--- src/design/gcic_pkg.sv ---
// Shared constants and types for the grouped constraint inlier counter.
`default_nettype none
package gcic_pkg;

    localparam int DIMENSION   = 4;
    localparam int MAX_GROUP   = 16;
    localparam int COEF_FIELDS = 4;
    localparam int LANES       = (DIMENSION < COEF_FIELDS) ? DIMENSION : COEF_FIELDS;
    localparam int LANE_IDX_W  = (LANES > 1) ? $clog2(LANES) : 1;
    localparam int NPAIR       = (LANES + 1) / 2;

    localparam int DATA_W  = 32;
    localparam int PROD_W  = 2 * DATA_W;
    localparam int SUM_W   = PROD_W + 4;
    localparam int FRAC_W  = 16;

    localparam int POS_W   = (MAX_GROUP > 1) ? $clog2(MAX_GROUP) : 1;
    localparam int GSIZE_W = 5;
    localparam int SIZE_W  = (GSIZE_W > $clog2(MAX_GROUP + 1)) ? GSIZE_W
                                                                : $clog2(MAX_GROUP + 1);
    localparam int COUNT_W = 24;
    localparam logic [COUNT_W-1:0] COUNT_MAX = '1;

    localparam int CFG_IDX_W = 8;
    localparam logic [CFG_IDX_W-1:0] REG_PARAM_BASE = 8'd0;
    localparam logic [CFG_IDX_W-1:0] REG_LIMIT      = 8'd4;
    localparam logic [CFG_IDX_W-1:0] REG_GROUP_SIZE = 8'd5;

    typedef logic signed [PROD_W-1:0] prod_t;
    typedef logic signed [SUM_W-1:0]  sum_t;

    typedef struct packed {
        logic               done;
        logic               inlier;
        logic [COUNT_W-1:0] count;
    } result_t;

endpackage
`default_nettype wire

--- src/design/gcic_lane.sv ---
// One multiplier lane: coefficient times parameter, product registered.
`default_nettype none
module gcic_lane (
    input  wire                               aclk,
    input  wire                               en,
    input  wire  signed [gcic_pkg::DATA_W-1:0] coef,
    input  wire  signed [gcic_pkg::DATA_W-1:0] param,
    output gcic_pkg::prod_t                   prod
);
    import gcic_pkg::*;

    prod_t prod_reg;

    always_ff @(posedge aclk) begin
        if (en) begin
            prod_reg <= PROD_W'(coef) * PROD_W'(param);
        end
    end

    assign prod = prod_reg;

endmodule
`default_nettype wire

--- config.mk ---
export PLATFORM = sky130hd
export DESIGN_NAME = gcic_lane
export DESIGN_NICKNAME = d
export VERILOG_FILES = /design/src/design/gcic_pkg.sv /design/src/design/gcic_lane.sv
export SDC_FILE = /design/constraint.sdc
export NUM_CORES = 2
export LEC_CHECK = 0
export BUFFER_PORTS_ARGS = -buffer_cell sky130_fd_sc_hd__buf_4
export CAP_MARGIN = 20
export CORE_MARGIN = 2
export CORE_UTILIZATION = 35
export DETAILED_ROUTE_END_ITERATION = 12
export SETUP_SLACK_MARGIN = 0.5
export SLEW_MARGIN = 25
export SYNTH_ARGS = -nofsm -noshare
export SYNTH_HDL_FRONTEND = slang
export SYNTH_SLANG_ARGS = --single-unit
--- constraint.sdc ---
create_clock -name aclk -period 9.96 [get_ports aclk]
set_clock_uncertainty 0.1 [all_clocks]
set_input_delay 0 -clock aclk [delete_from_list [all_inputs] [get_ports aclk]]
set_output_delay 0 -clock aclk [all_outputs]
set_load 0.02 [all_outputs]
Yosys cells after proc, flatten, opt, wreduce, memory -nomap -nowiden
Index checks and enable logic that the tools add are counted.
{"block": "word_totals", "output_inout_bits": 64, "elab_cells": 2, "inputBits": 66, "latch_bits": 0, "n_memories": 0, "regBits": 64, "ram_bits": 0, "mem_bits_ro": 0}
{"block": "classes", "n_div": 0, "reduce_logical": 0, "mux": 0, "n_eq_ne": 0, "shifts": 0, "order_cmp": 0, "n_addsub": 0, "bitwise": 0, "n_mul": 1}
{"operator": "multiplier 32 x 32 -> 64 bit", "n": 1}

Longest topological paths before layout
{"block": "logic_depth", "ltp_word": 1, "mapped_depth": 28, "depth_no_buf": 27}

Worst setup path before layout
No wires, ideal clock.
{"block": "synth_path", "kind": "input to register", "from": "input port param[2] (netlist name)", "to": "register prod_reg[62], in the netlist prod[62], data pin", "setup_slack_ps": 2463, "t_arrival_ps": 7128, "path_stages": 24, "setup_time_ps": 269, "required_ps": 9591, "path_cell_list": "clkbuf_1 nand2_1 inv_1 fa_1 fa_1 fa_1 fa_1 inv_1 fa_1 inv_1 fa_1 inv_1 fa_1 inv_1 fa_1 ha_1 and3_1 nand2_1 or3_1 o22a_1 o211ai_1 a31oi_1 o31ai_1 xor2_1"}
{"block": "synth_between", "elab_chain_cells": 1}
{"item": "from (decl)", "line": "gcic_lane.sv:7", "rtl": "input wire signed [gcic_pkg::DATA_W-1:0] param,"}
{"item": "multiplier 32 x 32 -> 64 bit", "line": "gcic_lane.sv:16", "rtl": "prod_reg <= PROD_W'(coef) * PROD_W'(param);"}
{"item": "to (signal assigned)", "line": "gcic_lane.sv:16"}
{"item": "to (decl)", "line": "gcic_lane.sv:12", "rtl": "prod_t prod_reg;"}
No other way between the ends.
A chain may end at the register's enable or synchronous reset.

Worst setup path after layout
{"block": "layout_path", "from": "input port coef[31] (netlist name)", "to": "register prod_reg[62], in the netlist prod[62], data pin"}
{"block": "layout_between", "elab_chain_cells": 1}
{"item": "from (decl)", "line": "gcic_lane.sv:6", "rtl": "input wire signed [gcic_pkg::DATA_W-1:0] coef,"}
{"item": "multiplier 32 x 32 -> 64 bit", "line": "gcic_lane.sv:16"}
No other way between the ends.

==> results list <==
- Pre-antenna DRT Iters: 5
* Required time at the worst-slack endpoint: 9.96 ns
- Number of instances resized during post-cts repair: 0
- Top library cells by usage in the layout, fill and taps aside: 1082 x fa_1, 952 x inv_1, 516 x and2_1, 511 x nand2_1, 184 x ha_1
* Total number of H-tree levels: 3
* Total vias in the final route: 25400
- CP Capture Type: flop
* Setup TNS: 0 ns
* Post-synth EDFFs: 64
- After synthesis, the netlist uses 63 different library cells.
- Starting density of the core: 35.3%
- Maximum achievable frequency: 123 MHz
- At the end of routability-driven placement, the weighted congestion stood at 0.863.
- Each instance of the synthesized netlist takes up on average 9.75 um2.
- Number of flip-flops under the largest register name: 64
- Cell area after layout: 40200 um2
- Worst Hold Slack: 0.135 ns
* Setup Crit Path Kind: in2reg
* Number of buffer cells added on primary ports: 129
- The worst pin sits at a relative slew slack of 43.1%.
* Data arrival time at the worst-slack endpoint: 8.16 ns
* Cells after Synth: 3884
- Horizontal die dimension: 333 um
* Drt initial violations: 1183
- Count of clock tree sinks: 64
- Entering global routing, the biggest net connects 51 pins.
- Startpoint type of the worst setup path: input port
- Of all flip-flops after synthesis, the portion carrying an async set or reset was 0%.
- For met3 alone, demand over resource in global routing was 2.50%.
- Site Rows: 120
- Area growth from synthesis to final layout: 6.11%
- Clock tree from TritonCTS: built
- Setup repair after global routing left no endpoint under its margin.
- Detailed Route WL: 101 mm
* Clock tree root driver cell: clkbuf_16
- Run status: complete, no violations
- IO Pins: 130
* Critical path origin: coef[31]
- Post-DRT Antenna Nets: 0
- Dividing the final minimum period by the clock period gives 81.9%.
- Cells with a size suffix above 1 make up 4.46% of the layout.
- Number of buffers inserted by hold repair at cts: 1
- The max-slew violation count was 0.
- Dpl hpwl: 83.4 mm
- Setup violations remaining at the end of the flow were counted as 0.
- Fin nets: 5161
- met2 is the most crowded layer.
- Area of the multi-input gates: 31600 um2
- Largest buffer count on any clock path: 2
- Counting tap cells, the placed design contains a total of 5220 instances.
* Most frequent standard cell in the layout excluding fill and tap cells: fa_1
- Wire length of the first global-routing pass: 162 mm
* Proportion of synthesized chip area in sequential cells: 5.07%
- The layout has 10900 filler cells.
- Tot GR Track Use: 18.9%
- Met2 track demand over resource in global routing: 34.8%
- Number of buffers inserted during clock tree synthesis: 9
- The floorplan step defined a core boundary enclosing 107000 um2.
- Average wire length per cell after detail routing: 19.2 um
- Leading register cell type out of synthesis: edfxtp_1
* Final routed DRC violation total: 0
- Number of setup buffers added after CTS: 0
* Number of global-route vias before repair: 28700
* Min-delay src: param[0]
* Sequential standard cell area: 1920 um2
- Max-cap violations in this run came to 0.
- Leaving out filler cells and counting taps, the final layout contains 5239.
- In this run the worst path has a maximum fanout of 32.
* Area after detailed placement: 39900 um2
- Global routing consumed, on the met1 layer, 22.1% of the routing resources.
- At the pin with the least slew margin, the transition time is 0.853 ns.
* Count of synthesis-stage warnings from yosys: 0
- From bottom edge to top edge, the die measures 333 um.
- Dividing the detail-routed via count by the number of cells gives 4.85.
- The clock period could shrink to 8.16 ns.
- The number of nets handed over by synthesis was 5216.
- In this run the worst hold path is classified as in2reg.
- Area of the mapped netlist: 37900 um2
* Die footprint: 111000 um2
- Flip-flop and latch count after synthesis: 64
* Number of antenna violations at the first check in global routing: 4
* Register clock-pin slew on the reported worst setup and hold paths: 0.06 ns
- Hold violation total from the final report: 0
* Remaining global-route overflow: 0
-- routing by layer --
layer	vias to the layer above	part of all wire, %
met5	-	0.014
met3	198	4.2
met4	2	4.8
met2	653	54
li1	11000	-
met1	13600	37
-- area by class of cell --
class / count / share of cell area (%)
well taps: 1403 / 4.37
multi-input cells: 2668 / 78.7
diodes: 2 / 0.0125
inverters: 952 / 8.89
repair buffers: 134 / 2.51
clock buffers: 10 / 0.570
flip-flops and latches: 64 / 4.78
clock inverters: 6 / 0.174
-- worst max-delay path, cell delays in order --
cell and delay, ns:
buf_4 0.31, nand2_1 0.20, inv_1 0.12, fa_1 0.40
inv_1 0.25, fa_1 0.46, inv_1 0.23, fa_1 0.51
fa_1 0.85, inv_1 0.43, fa_1 0.59, inv_1 0.05
fa_1 0.53, inv_1 0.05, fa_1 0.47, inv_1 0.05
fa_1 0.45, ha_1 0.39, and3_1 0.21, nand2_1 0.08
or3_1 0.38, o211ai_1 0.53, a31oi_1 0.22, o31ai_1 0.27
xor2_1 0.09
-- synthesized netlist by cell type, drive strengths merged, types with 3 or more instances --
| master | count | area (um2) |
|---|---|---|
| fa | 1082 | 21700 |
| inv | 952 | 3570 |
| and2 | 516 | 3230 |
| nand2 | 511 | 1920 |
| clkbuf | 195 | 732 |
| ha | 184 | 2300 |
| a21oi | 68 | 340 |
| edfxtp | 64 | 1920 |
| xnor2 | 53 | 464 |
| nor2 | 42 | 158 |
| o21ai | 31 | 163 |
| a21o | 25 | 190 |
| xor2 | 22 | 193 |
| nand3 | 15 | 75.1 |
| o21bai | 15 | 113 |
| a31oi | 13 | 96.3 |
| and3 | 9 | 62.6 |
| nand2b | 9 | 56.3 |
| a211oi | 8 | 87.6 |
| nand4 | 7 | 43.8 |
| nor3 | 7 | 40.0 |
| o31ai | 7 | 66.3 |
| buf | 5 | 22.5 |
| or3 | 5 | 32.5 |
| and4 | 4 | 37.5 |
| o21a | 4 | 30.0 |
| a21boi | 3 | 22.5 |
| nor2b | 3 | 18.8 |
| o211ai | 3 | 22.5 |
-- cells by family (layout without fill, tap and decap cells) --
logic type | Yosys count | count (layout) | share of synthesized area [%]
XOR/XNOR | 75 | 75 | 1.73
buffers and inverters | 1152 | 1102 | 11.4
adder cells (fa/ha/maj) | 1266 | 1266 | 63.3
AND/OR/NAND/NOR | 1134 | 1134 | 15.1
other | 0 | 2 | 0
AO/OA/AOI/OAI | 193 | 193 | 3.41
flip-flops | 64 | 64 | 5.07
-- metrics by stage --
stage,util (%),setup slack [ns]
detailed placement,37.2,1.47
CTS,37.5,1.86
floorplan,-,2.46
global placement,37.2,1.65
global route,37.5,1.31
finish,37.5,1.80
-- path summary, 6_finish.rpt --
kind / endpoint / slack [ns] / cells past startpoint
worst max-delay path: prod[62] / 1.80 / 25
worst min-delay path: prod[0] / 0.14 / 2
Power is not shown: default switching activity piles up to over one toggle a cycle in this logic, so the estimate is an artifact.
