[src/design/gcic_pkg.sv]
// Shared constants and types for the grouped constraint inlier counter.
`default_nettype none
package gcic_pkg;

    localparam int DIMENSION   = 4;
    localparam int MAX_GROUP   = 16;
    localparam int COEF_FIELDS = 4;
    localparam int LANES       = (DIMENSION < COEF_FIELDS) ? DIMENSION : COEF_FIELDS;
    localparam int LANE_IDX_W  = (LANES > 1) ? $clog2(LANES) : 1;
    localparam int NPAIR       = (LANES + 1) / 2;

    localparam int DATA_W  = 32;
    localparam int PROD_W  = 2 * DATA_W;
    localparam int SUM_W   = PROD_W + 4;
    localparam int FRAC_W  = 16;

    localparam int POS_W   = (MAX_GROUP > 1) ? $clog2(MAX_GROUP) : 1;
    localparam int GSIZE_W = 5;
    localparam int SIZE_W  = (GSIZE_W > $clog2(MAX_GROUP + 1)) ? GSIZE_W
                                                                : $clog2(MAX_GROUP + 1);
    localparam int COUNT_W = 24;
    localparam logic [COUNT_W-1:0] COUNT_MAX = '1;

    localparam int CFG_IDX_W = 8;
    localparam logic [CFG_IDX_W-1:0] REG_PARAM_BASE = 8'd0;
    localparam logic [CFG_IDX_W-1:0] REG_LIMIT      = 8'd4;
    localparam logic [CFG_IDX_W-1:0] REG_GROUP_SIZE = 8'd5;

    typedef logic signed [PROD_W-1:0] prod_t;
    typedef logic signed [SUM_W-1:0]  sum_t;

    typedef struct packed {
        logic               done;
        logic               inlier;
        logic [COUNT_W-1:0] count;
    } result_t;

endpackage
`default_nettype wire

[src/design/gcic_merge.sv]
// Merge stage: pairwise product sums registered, then total minus bound and sign test.
`default_nettype none
module gcic_merge (
    input  wire                  aclk,
    input  wire                  en,
    input  wire gcic_pkg::prod_t prod [gcic_pkg::LANES],
    input  wire gcic_pkg::sum_t  bound,
    output logic                 fail
);
    import gcic_pkg::*;

    sum_t pair_reg [NPAIR];
    sum_t bound_reg;
    sum_t total;

    for (genvar g = 0; g < NPAIR; g++) begin : g_pair
        if (2 * g + 1 < LANES) begin : g_two
            always_ff @(posedge aclk) begin
                if (en) begin
                    pair_reg[g] <= SUM_W'(prod[2*g]) + SUM_W'(prod[2*g+1]);
                end
            end
        end else begin : g_one
            always_ff @(posedge aclk) begin
                if (en) begin
                    pair_reg[g] <= SUM_W'(prod[2*g]);
                end
            end
        end
    end

    always_ff @(posedge aclk) begin
        if (en) begin
            bound_reg <= bound;
        end
    end

    // positive residual beyond the limit fails the row
    always_comb begin
        total = -bound_reg;
        for (int i = 0; i < NPAIR; i++) begin
            total = total + pair_reg[i];
        end
        fail = !total[SUM_W-1] && (total != '0);
    end

endmodule
`default_nettype wire

[config.mk]
export PLATFORM = sky130hd
export DESIGN_NAME = gcic_merge
export DESIGN_NICKNAME = d
export VERILOG_FILES = /design/src/design/gcic_pkg.sv /design/src/design/gcic_merge.sv
export SDC_FILE = /design/constraint.sdc
export NUM_CORES = 1
export LEC_CHECK = 0
export ABC_CLOCK_PERIOD_IN_PS = 13200
export BUFFER_PORTS_ARGS = -buffer_cell sky130_fd_sc_hd__buf_2
export CORE_UTILIZATION = 35
export CTS_CLUSTER_DIAMETER = 100
export DETAILED_ROUTE_END_ITERATION = 8
export SYNTH_ARGS = -nofsm -noshare
export SYNTH_HDL_FRONTEND = slang
export SYNTH_SLANG_ARGS = --single-unit
[constraint.sdc]
create_clock -name aclk -period 13.2 [get_ports aclk]
set_clock_uncertainty 0.1 [all_clocks]
set_input_delay 1.32 -clock aclk [delete_from_list [all_inputs] [get_ports aclk]]
set_output_delay 1.32 -clock aclk [all_outputs]
set_load 0.005 [all_outputs]
# Word level (Yosys, flattened, before mapping)
# Memories as Yosys holds them, arrays and structs flattened.
# Cells that the tools add are included.
[classes] n_addsub=5 n_mux=2 n_reduce_logical=3
[ops] op="$add A68 B68 Y68" count=2
[ops] op="$add A64 B64 Y65" count=2
[ops] op="$neg A68 Y68" count=1
[ops] op="$reduce_bool A68 Y1" count=1
[ops] op="$mux W1" count=2
[ops] op="$logic_and A1 B1 Y1" count=1
[ops] op="$logic_not A1 Y1" count=1
[word_totals] ff_bits=68 ram_bits=136 inputBits=326 word_cells=12 mem_count=1
[memory_table] name="pair_reg" depth=2 word_bits=68 rd=2 rd_ports_with_merged_regs=0 write_ports=2 line_no="gcic_merge.sv:12" source="sum_t pair_reg [NPAIR];"

# Depth between registers and ports, before layout
[logic_depth] word_depth=5 ltp_mapped=18 mapped_depth_nobuf=18

# Worst setup path before layout
# No wires, ideal clock.
[synth_timing] path_kind="register -> output" start="register bound_reg[1]" end="output port fail" arrival_time_ns=3.721 t_required_ns=11.780 path_slack_ns=8.059 stages_incl_launch_ff=15 n_path_buf=0 path_cell_list="edfxtp_1 -> fa_1 -> fa_1 -> nand2b_1 -> a21oi_2 -> o2111a_1 -> o211ai_1 -> a211o_1 -> o211ai_2 -> mux2i_1 -> a311o_1 -> a2111oi_2 -> nand4_1 -> nor4_1 -> nor2_1"
[synth_between] elab_chain_len=5
[synth_lines] element="from (decl)" line_no="gcic_merge.sv:13" source="sum_t bound_reg;"
[synth_lines] element="from (signal assigned)" line_no="gcic_merge.sv:34" source="bound_reg <= bound;"
[synth_lines] element="$neg A68 Y68 (*)" line_no="gcic_merge.sv:40" source="total = -bound_reg;"
[synth_lines] element="$add A68 B68 Y68 (*) (2 in series)" line_no="gcic_merge.sv:42" source="total = total + pair_reg[i];"
[synth_lines] element="$reduce_bool A68 Y1 or $logic_not A1 Y1 (tied branches)" line_no="gcic_merge.sv:44" source="fail = !total[SUM_W-1] && (total != '0);"
[synth_lines] element="$logic_and A1 B1 Y1 (*)" line_no="gcic_merge.sv:44"
[synth_lines] element="to (decl)" line_no="gcic_merge.sv:8" source="output logic fail"
# Mark *: on every way between the ends. The rest lies on a longest branch, timed or not.

# Worst setup path in the final report
[layout_timing] start="register bound_reg[35]" end="output port fail"
# Same word-level chain as after synthesis.

==> results by group <==
STA
  • Peak Freq: ~0.14 GHz
  • Final critical-path share of the clock period: 0.533
  • Slew @ Worst Pin: 1080 ps
  • Final Hold Fails: 0
  • Post-route setup slack: roughly 6000 ps
  • RSZ-0062 raised after global routing: false
  • Slew headroom: 0.260
  • Final setup violating endpoints: 0
  • Fin Hold WS: roughly 900 ps
  • Final setup TNS: 0 ps
  • Pins over their slew limit: 0
  • Period minus WS final: between 7000 and 8000 ps

Die
  • Initial core utilization: 0.356
  • Chip Width: 242 um
  • Die area: 0.0586 mm2
  • Core area: around 0.057 mm2
  • Rows: a little under 90
  • Ports: approximately 330
  • Die H: between 200 and 250 um

Worst setup path
  • CP arrival: roughly 5600 ps
  • Crit-path max FO: 12
  • Slowest-stage cell, CP: a311oi_1
  • WP buf/inv: 2
  • Crit Path Class: flip-flop to output pin
  • Startpoint Class: flip-flop
  • Worst EP required: approximately 12,000 ps
  • CP Cell Sequence: fa_1 > inv_1 > ha_1 > a21oi_1 > o21bai_1 > a21oi_1 > nor4_1 > o31ai_1 > a311oi_1 > o311ai_1 > a32oi_1 > xnor2_1 > o2111ai_1 > nor4_1 > nor2_1 > buf_2
  • Cell family with most CP delay: compound AO/OA/AOI/OAI gates
  • Worst Setup End Kind: output pin
  • Worst path max stage delay: 570 ps

Drt
  • DR pass1 iterations: 5
  • DRT iter0 DRCs: roughly 1,200
  • Wire per inst: approximately 18 um
  • Post-route ant nets: 0
  • Vias per cell: about 5.3
  • Post-route DRC: 0
  • Via Count: ~18,000
  • Drt total wl: 59,800 um

Finish
  • Fill count: 5,814
  • Max FFs per register: between 100 and 150
  • Reg area: ~0.0059 mm2
  • Layout area overhead: 14.6%
  • N_diodes: 0
  • Utilization after layout: 0.408
  • Nets: ~3,200
  • Share of post-route cells with drive strength above 1: 0.150
  • Footprint of the multi-input gates: roughly 0.013 mm2

Logic synthesis
  • Synth Area in Compound Gates: 0.223
  • Ys flop type: edfxtp_1
  • Seq/Total Area, Yosys: 0.295
  • Dominant cell type by area after synthesis: edfxtp_1
  • Yosys cell types: between 80 and 90
  • Share of the synthesized area in the top cell type: 0.295
  • Synthesis-stage register bit count: just under 200
  • Post-synthesis mux area share: 0.00397
  • Area of the mapped netlist: ~0.020 mm2
  • Post-synth ARST share: 0
  • Post-Synthesis Cells: 2,319
  • Warnings, synthesis: 0
  • Number of flops mapped to enable cells by yosys: between 150 and 200
  • Synth Area per Inst: roughly 8.7 um2
  • Largest family of logic cells by synthesized area: compound AO/OA/AOI/OAI gates
  • Fraction of the mapped netlist area in adder cells: 0.190
  • Largest cells by area after synthesis: edfxtp_1 29%, ha_1 12%, fa_1 6.8%
  • Post-Synth XOR/XNOR Area: 0.0669
  • Post-Synth Simple-Gate Area: 0.144
  • Mapped Nets: 2,910

Power and ir drop
  • Clock power frac: 0.157
  • Sw Pwr: roughly 1.7 mW
  • Sequential power share: 0.230
  • Pint: 1.94 mW
  • Leak Pwr: around 11 nW
  • VDD IR max: ~0.000087 V
  • PwrDens: 157 mW/mm2
  • Comb power frac: 0.613
  • Sw frac: 0.465

CTS
  • Postcts setup bufs: 0
  • Root Driver: clkbuf_16
  • Cts hold-fix bufs: 0
  • Clk buf depth: 2
  • Clock sinks: just under 200
  • Clock transition at the registers of the reported paths: approximately 70 ps
  • PostCTS Resize Cnt: 0
  • CTS tree: done
  • Htree depth: 4
  • CTS buffer count: 17

Place
  • DPL Wire Length: 50,600 um
  • Placer Congestion: 0.909
  • Worst slack, placed: about 6700 ps
  • IO buf count: between 300 and 400

Outcome
  • Outcome: complete, no violations

Global route
  • Largest net degree at the start of global routing: 81
  • Overall routing resource usage: 0.203
  • Grt total ovfl: 0
  • First-pass GRT wire length: 94,000 um
  • Initial antenna violation count: 0
  • Vias in the first global route: 17,300

Worst hold path
  • Worst hold path type: input port to flip-flop

Run
  • MaxCap Viol Count: 0
[power groups by stage]
| stage | clock, mW | combinational [mW] | sequential [mW] |
|---|---|---|---|
| after floorplan | 0 | 1.59 | 0.838 |
| after global placement | 0 | 2.23 | 0.847 |
| after detailed placement | 0 | 2.22 | 0.849 |
| after CTS | 0.590 | 2.23 | 0.836 |
| after global routing | 0.606 | 2.49 | 0.844 |
| final | 0.568 | 2.22 | 0.834 |
[through the flow]
step	power [mW]	area, um2	cells
floorplan	2.42	20200	2319
global placement	3.07	22500	3326
detailed placement	3.07	22500	3326
CTS	3.66	23100	3358
global route	3.94	23100	3358
finish	3.63	23100	3358
[worst paths after layout]
kind	depth (start not counted)	slack (ps)	startpoint	end
max	16	6170	bound_reg[35]	fail
min	1	910	bound[0]	bound_reg[0]
[layer usage]
metal	wire [um]	track usage	part of all wire
met1	27900	0.276	0.47
met2	28700	0.339	0.48
met3	2240	0.0265	0.037
met4	954	0.0564	0.016
met5	0	0	0
[placed cells by master, fill, tap and decap left out, drive strengths merged, types with 9 or more instances in the layout]
cell / n
inv: 340
a211oi: 13
nand3: 51
a2111oi: 13
a21o: 91
and2: 15
ha: 196
nand2: 153
or3: 9
o21ai: 138
nand2b: 31
clkbuf: 19
o21bai: 34
o211ai: 18
nor2: 125
xor2: 61
xnor2: 93
nor2b: 32
a31oi: 27
o21a: 26
nor4: 22
nor3: 38
edfxtp: 198
and3: 24
or2: 9
fa: 69
a21oi: 224
nand4: 53
o31ai: 15
buf: 327
[final cells by class]
type                    instances  area share
flip-flops and latches        198       0.257
repair buffers                328      0.0716
clock buffers                  18      0.0186
multi-input cells            1709       0.548
well taps                     756      0.0409
clock inverters                14     0.00926
inverters                     335      0.0544
[logic make-up after synthesis]
| group | after synthesis |
|---|---|
| AOI/OAI and AO/OA | 696 |
| muxes | 8 |
| xor gates and xnor gates | 154 |
| and+or+nand+nor | 586 |
| adders and majority gates | 265 |
| buffers and inverters | 412 |
| DFF | 198 |
[synthesized netlist by cell type (50+ instances only)]
cell type	count
nand2_1	153
clkbuf_1	67
nand4_1	53
xor2_1	61
nand3_1	50
inv_1	335
o21ai_0	112
a21o_1	91
ha_1	196
edfxtp_1	198
a21oi_1	223
xnor2_1	93
nor2_1	125
fa_1	69
Power figures use the tool's default switching activity.
