**src/design/gcic_pkg.sv**
```systemverilog
// Shared constants and types for the grouped constraint inlier counter.
`default_nettype none
package gcic_pkg;

    localparam int DIMENSION   = 4;
    localparam int MAX_GROUP   = 16;
    localparam int COEF_FIELDS = 4;
    localparam int LANES       = (DIMENSION < COEF_FIELDS) ? DIMENSION : COEF_FIELDS;
    localparam int LANE_IDX_W  = (LANES > 1) ? $clog2(LANES) : 1;
    localparam int NPAIR       = (LANES + 1) / 2;

    localparam int DATA_W  = 32;
    localparam int PROD_W  = 2 * DATA_W;
    localparam int SUM_W   = PROD_W + 4;
    localparam int FRAC_W  = 16;

    localparam int POS_W   = (MAX_GROUP > 1) ? $clog2(MAX_GROUP) : 1;
    localparam int GSIZE_W = 5;
    localparam int SIZE_W  = (GSIZE_W > $clog2(MAX_GROUP + 1)) ? GSIZE_W
                                                                : $clog2(MAX_GROUP + 1);
    localparam int COUNT_W = 24;
    localparam logic [COUNT_W-1:0] COUNT_MAX = '1;

    localparam int CFG_IDX_W = 8;
    localparam logic [CFG_IDX_W-1:0] REG_PARAM_BASE = 8'd0;
    localparam logic [CFG_IDX_W-1:0] REG_LIMIT      = 8'd4;
    localparam logic [CFG_IDX_W-1:0] REG_GROUP_SIZE = 8'd5;

    typedef logic signed [PROD_W-1:0] prod_t;
    typedef logic signed [SUM_W-1:0]  sum_t;

    typedef struct packed {
        logic               done;
        logic               inlier;
        logic [COUNT_W-1:0] count;
    } result_t;

endpackage
`default_nettype wire

```
**src/design/gcic_group.sv**
```systemverilog
// Group tracker: position, verdict, saturating count and the result register.
`default_nettype none
module gcic_group (
    input  wire                              aclk,
    input  wire                              aresetn,
    input  wire                              load,
    input  wire                              start,
    input  wire                              fail,
    input  wire  [gcic_pkg::GSIZE_W-1:0]     group_size,
    output gcic_pkg::result_t                result
);
    import gcic_pkg::*;

    logic [POS_W-1:0]   pos_reg, pos_next, pos_in;
    logic               ok_reg, ok_next, ok_in, ok_row;
    logic [COUNT_W-1:0] tot_reg, tot_next, tot_in;
    logic [SIZE_W-1:0]  size_eff;
    logic               close;
    result_t            result_reg, result_next;

    always_comb begin
        pos_in = start ? '0 : pos_reg;
        ok_in  = start ? 1'b1 : ok_reg;
        tot_in = start ? '0 : tot_reg;
        ok_row = ok_in && !fail;

        priority if (group_size == '0) begin
            size_eff = SIZE_W'(1);
        end else if (SIZE_W'(group_size) > SIZE_W'(MAX_GROUP)) begin
            size_eff = SIZE_W'(MAX_GROUP);
        end else begin
            size_eff = SIZE_W'(group_size);
        end

        close = (SIZE_W'(pos_in) + SIZE_W'(1)) >= size_eff;

        if (close) begin
            pos_next = '0;
            ok_next  = 1'b1;
            tot_next = (ok_row && tot_in != COUNT_MAX) ? tot_in + 1'b1 : tot_in;
        end else begin
            pos_next = pos_in + 1'b1;
            ok_next  = ok_row;
            tot_next = tot_in;
        end

        result_next.done   = close;
        result_next.inlier = close && ok_row;
        result_next.count  = tot_next;
    end

    always_ff @(posedge aclk) begin
        if (!aresetn) begin
            pos_reg <= '0;
            ok_reg  <= 1'b1;
            tot_reg <= '0;
        end else if (load) begin
            pos_reg <= pos_next;
            ok_reg  <= ok_next;
            tot_reg <= tot_next;
        end
    end

    always_ff @(posedge aclk) begin
        if (load) begin
            result_reg <= result_next;
        end
    end

    assign result = result_reg;

endmodule
`default_nettype wire

```
**config.mk**
```make
export PLATFORM = sky130hd
export DESIGN_NAME = gcic_group
export DESIGN_NICKNAME = d
export VERILOG_FILES = /design/src/design/gcic_pkg.sv /design/src/design/gcic_group.sv
export SDC_FILE = /design/constraint.sdc
export NUM_CORES = 1
export LEC_CHECK = 0
export BUFFER_PORTS_ARGS = -buffer_cell sky130_fd_sc_hd__buf_4
export CAP_MARGIN = 20
export CORE_UTILIZATION = 30
export DETAILED_ROUTE_END_ITERATION = 10
export PLACE_DENSITY = 0.53
export SYNTH_ARGS = -nofsm -noshare
export SYNTH_HDL_FRONTEND = slang
export SYNTH_SLANG_ARGS = --single-unit
export TNS_END_PERCENT = 50
```
**constraint.sdc**
```tcl
create_clock -name aclk -period 13.8 [get_ports aclk]
set_clock_uncertainty 0.15 [all_clocks]
set_input_delay 4.14 -clock aclk [delete_from_list [all_inputs] [get_ports aclk]]
set_output_delay 4.14 -clock aclk [all_outputs]
set_load 0.02 [all_outputs]
```
# Word-level counts from Yosys, hierarchy flattened
# Cells that the tools add are included.
[op_classes]
addsub = 3
magnitude_cmp = 2
n_eq_ne = 1
muxes = 9
reduce_logical = 5
[ops]
columns = ["cell", "count"]
rows = [
  ["24-bit two-way mux", 3],
  ["24-bit by 1-bit adder with 24-bit output, second input constant", 1],
  ["24-bit != test, second input constant", 1],
  ["5-bit two-way mux", 2],
  ["4-bit two-way mux", 2],
  ["4-bit by 1-bit adder with 5-bit output, second input constant", 1],
  ["5-bit greater-or-equal comparator", 1],
  ["5-bit greater-than comparator, second input constant", 1],
  ["5-bit zero test", 1],
  ["4-bit by 1-bit adder with 4-bit output, second input constant", 1],
  ["1-bit logical AND", 3],
  ["1-bit two-way mux", 2],
  ["1-bit zero test", 1],
]
[word_totals]
regBits = 55
input_bits = 10
output_inout_bits = 26
elab_cells = 26

# Depth between registers and ports, before layout
[depth]
ltp_word = 5
mapped_depth = 16

# Worst setup path before layout
# No wires, ideal clock.
[synth_path]
path_kind = "input-to-reg"
startpoint = "input port start"
endpoint = "register result_reg (netlist bit result[21]), data pin"
setup_time_ps = 262
t_arrival_ps = 7033
t_required_ps = 13388
path_slack_ps = 6355
stages = 16
path_buffers = 4
cell_sequence = "clkbuf_1 clkbuf_1 buf_1 nor2b_1 ha_1 nand2_1 nor2_1 ha_1 and2_1 nor2b_1 a21oi_1 inv_2 nand4_1 buf_2 nor3_1 or2_2"
[synth_lines]
columns = ["element", "line", "text"]
rows = [
  ["from (decl)", "gcic_group.sv:7", "input wire start,"],
  ["to (signal assigned)", "gcic_group.sv:66", "result_reg <= result_next;"],
  ["to (decl)", "gcic_group.sv:19", "result_t result_reg, result_next;"],
]

==> impl_metrics.csv <==
group,metric,value,unit
timing,finalSetupViolCount,0,
power,p_leak,1.22,nW
timing,maxSlewViolCount,0,
clocking,clk_path_buf_depth,2,
cells_and_area,diodes,0,
timing,period_needed,7500,ps
critical_path,crit_fanout,34,
clocking,clock_sinks,55,
global_routing,grt_pass1_vias,2467,
yosys,syn_inst,342,
timing,finalHoldViolCount,0,
power,power,0.309,mW
placed_design,port-buffer-count,35,
route,drt_wl_total,7.48,mm
route,drtIter0Drc,143,
yosys,yosysWarnings,0,
timing,worst_pin_slew,958,ps
yosys,ys.flop_type,"dfxtp_1",
clocking,cts_made_buffers,5,
cells_and_area,drive_above_1_share,14.2,%
floorplanning,die_area,0.0106,mm²
cells_and_area,areaGrowthSynthToFinish,15.9,%
critical_path,cp-start-kind,"input port",
critical_path,critical_path.startpoint,"start",
yosys,synth_fp_nets,359,
route,dr.pass1.iters,4,
timing,post-route-period-util,54.3,%
yosys,synth_seq_area_share,44.3,%
critical_path,crit_required,13710,ps
clocking,cts_resized,0,
critical_path,endpoint_kind,"flop",
placed_design,dp_hpwl,5.02,mm
route,routedWlPerCell,14.8,µm
clocking,clock_latency,310,ps
clocking,clk_pin_slew,100,ps
yosys,synthDominantCellAreaShare,25.4,%
timing,slew_headroom,36.1,%
floorplanning,die_w,103,µm
yosys,synthArstFlopShare,0,%
global_routing,grt_max_degree,47,
critical_path,crit_path_end,"result[21]",
floorplanning,ios,36,
critical_path,critPathKind,"in2reg",
run,maxCapViolCount,0,
yosys,yosysUniqueCellTypes,55,
critical_path,reg2reg_depth,12,
worst_hold_path,hp-class,"reg2reg",
floorplanning,start_util,31.1,%
timing,setup_ws,6300,ps
critical_path,r2r-start,"pos_reg[0]",
global_routing,grt_use_total,14.6,%
critical_path,worstPathCellList,"buf_4, clkinv_1, nand2_1, xnor2_1, ha_1, nand2_1, o21ai_0, a21oi_1, buf_4, inv_2, nand4_1, o21a_1, or2_2",
critical_path,slowest_stage,"clkinv_1",
yosys,synth_edf_count,26,
yosys,yosys-top-cells-area,"edfxtp_1 (25%), dfxtp_1 (19%), nand2_1 (6.1%)",
critical_path,max_stage_delay,540,ps
clocking,cts-hold-fix-buffers,0,
floorplanning,dieHeight,103,µm
global_routing,grt_overflow,0,
cells_and_area,post_layout_nonfiller_instances,505,
timing,fmax,133,MHz
floorplanning,core_area,0.00986,mm²
global_routing,grt_pass1_wl,12.2,mm
yosys,yosysTopAreaCell,"edfxtp_1",
power,vdd_drop_max,32.2,µV
cells_and_area,num-fill-cells,1021,
route,drc,0,
placed_design,place.gp.congestion,0.769,
critical_path,r2r_end,"result[21]",
timing,fin_tns_setup,0,ps
clocking,cts_tree,"built",
placed_design,place_area,0.00346,mm²
floorplanning,fp-row-count,36,
cells_and_area,largest_reg_flops,26,
cells_and_area,fin_area,0.00356,mm²
status,status,"completed",
power,power_density,86.9,mW/mm²
cells_and_area,nNetsFinal,388,
yosys,ys_seq_elements,55,
critical_path,arrival,7410,ps
route,via_per_inst,5.22,
global_routing,antenna_found_initial,0,
yosys,synth.avg_cell_area,8.98,µm²
placed_design,place_inst,497,
placed_design,place_ws,5960,ps
clocking,cts_root_buffer,"clkbuf_8",
clocking,cts_setup_buffers,0,
yosys,syn-cell-area,0.00307,mm²
route,num_vias,2638,
timing,rsz0062_at_grt,"no",
route,detail-route-antenna-nets,0,
clocking,htreeDepth,2,
critical_path,reg2reg_setup_slack,10420,ps
[synth_stat cells (3+ instances only)]
cell,number
nand2_1,50
dfxtp_1,29
edfxtp_1,26
nor2_1,26
a21oi_1,19
nor2b_1,17
nor4_1,16
nand3_1,14
clkbuf_1,12
o21ai_0,11
xnor2_1,11
xor2_1,9
a31oi_1,8
ha_1,7
nand4_1,7
o31a_1,7
nor3_1,6
inv_1,5
or3_1,5
and3_1,4
a22oi_1,3
and2_1,3
nand2b_1,3
nand4b_1,3
o21a_1,3
o31ai_1,3
[kinds of logic after synthesis]
group,share of synthesized area (%)
adder cells (fa/ha/maj),2.85
XOR/XNOR,5.71
AND/OR/NAND/NOR,30.2
flip-flops,44.3
buffers and inverters,2.89
AO/OA/AOI/OAI,14.0
[metal layers]
layer / track usage [%] / part of all wire, %
met3: 2.03 / 4.3
met5: 0 / 0
met4: 4.01 / 1.5
met1: 19.0 / 47
met2: 25.4 / 48
[layout by cell type (no fill, tap or decap), types with 2 or more instances in the layout]
cell type   n
nand2_1    50
buf_4      37
dfxtp_1    29
nor2_1     26
edfxtp_1   26
a21oi_1    19
nor2b_1    17
nor4_1     16
nand3_1    14
o21ai_0    11
xnor2_1    11
xor2_1      9
a31oi_1     8
nand4_1     7
o31a_1      7
ha_1        7
nor3_1      6
inv_1       5
or3_1       5
clkbuf_8    5
and3_1      4
and2_1      3
nand2b_1    3
nand4b_1    3
o21a_1      3
o31ai_1     3
a22oi_1     3
clkinv_1    2
nor3b_1     2
or4_4       2
a21boi_0    2
or4_1       2
clkbuf_1    2
[critical path: cells and delay by family]
kind | cells | cell delay (ps)
AOI/OAI and AO/OA | 3 | 620
xor gates and xnor gates | 1 | 120
adders and majority gates | 1 | 300
buffers and inverters | 4 | 1220
and+or+nand+nor | 4 | 970
[worst min-delay path by stage]
| stage | startpoint | to | slack, ps | cells after the start |
|---|---|---|---|---|
| finish | tot_reg[1] | tot_reg[1] | 330 | 2 |
| global route | tot_reg[1] | tot_reg[1] | 360 | 2 |
| CTS | tot_reg[1] | tot_reg[1] | 340 | 2 |
| detailed placement | tot_reg[1] | tot_reg[1] | 320 | 2 |
| global placement | tot_reg[1] | tot_reg[1] | 310 | 2 |
| floorplan | tot_reg[1] | tot_reg[1] | 290 | 2 |
[power breakdown]
part	switching, mW	internal (mW)	leakage, nW
clock network	0.0533	0.0472	0.0506
logic	0.0217	0.0107	0.681
registers	0.00148	0.175	0.486
total	0.0765	0.233	1.22
[metrics by stage]
step                util (%)  hold WS (ps)
global route            36.1           360
floorplan                  -           290
global placement        35.0           314
detailed placement      35.0           322
finish                  36.1           332
CTS                     36.1           337
[layout make-up]
class / instances / area [µm²] / area share [%]
tap: 133 / 166 / 4.68
multi-input combinational: 264 / 1620 / 45.6
clock buffer: 8 / 101 / 2.85
sequential: 55 / 1360 / 38.3
timing repair buffer: 37 / 278 / 7.81
inverter: 8 / 30.0 / 0.844
Power figures use the tool's default switching activity.
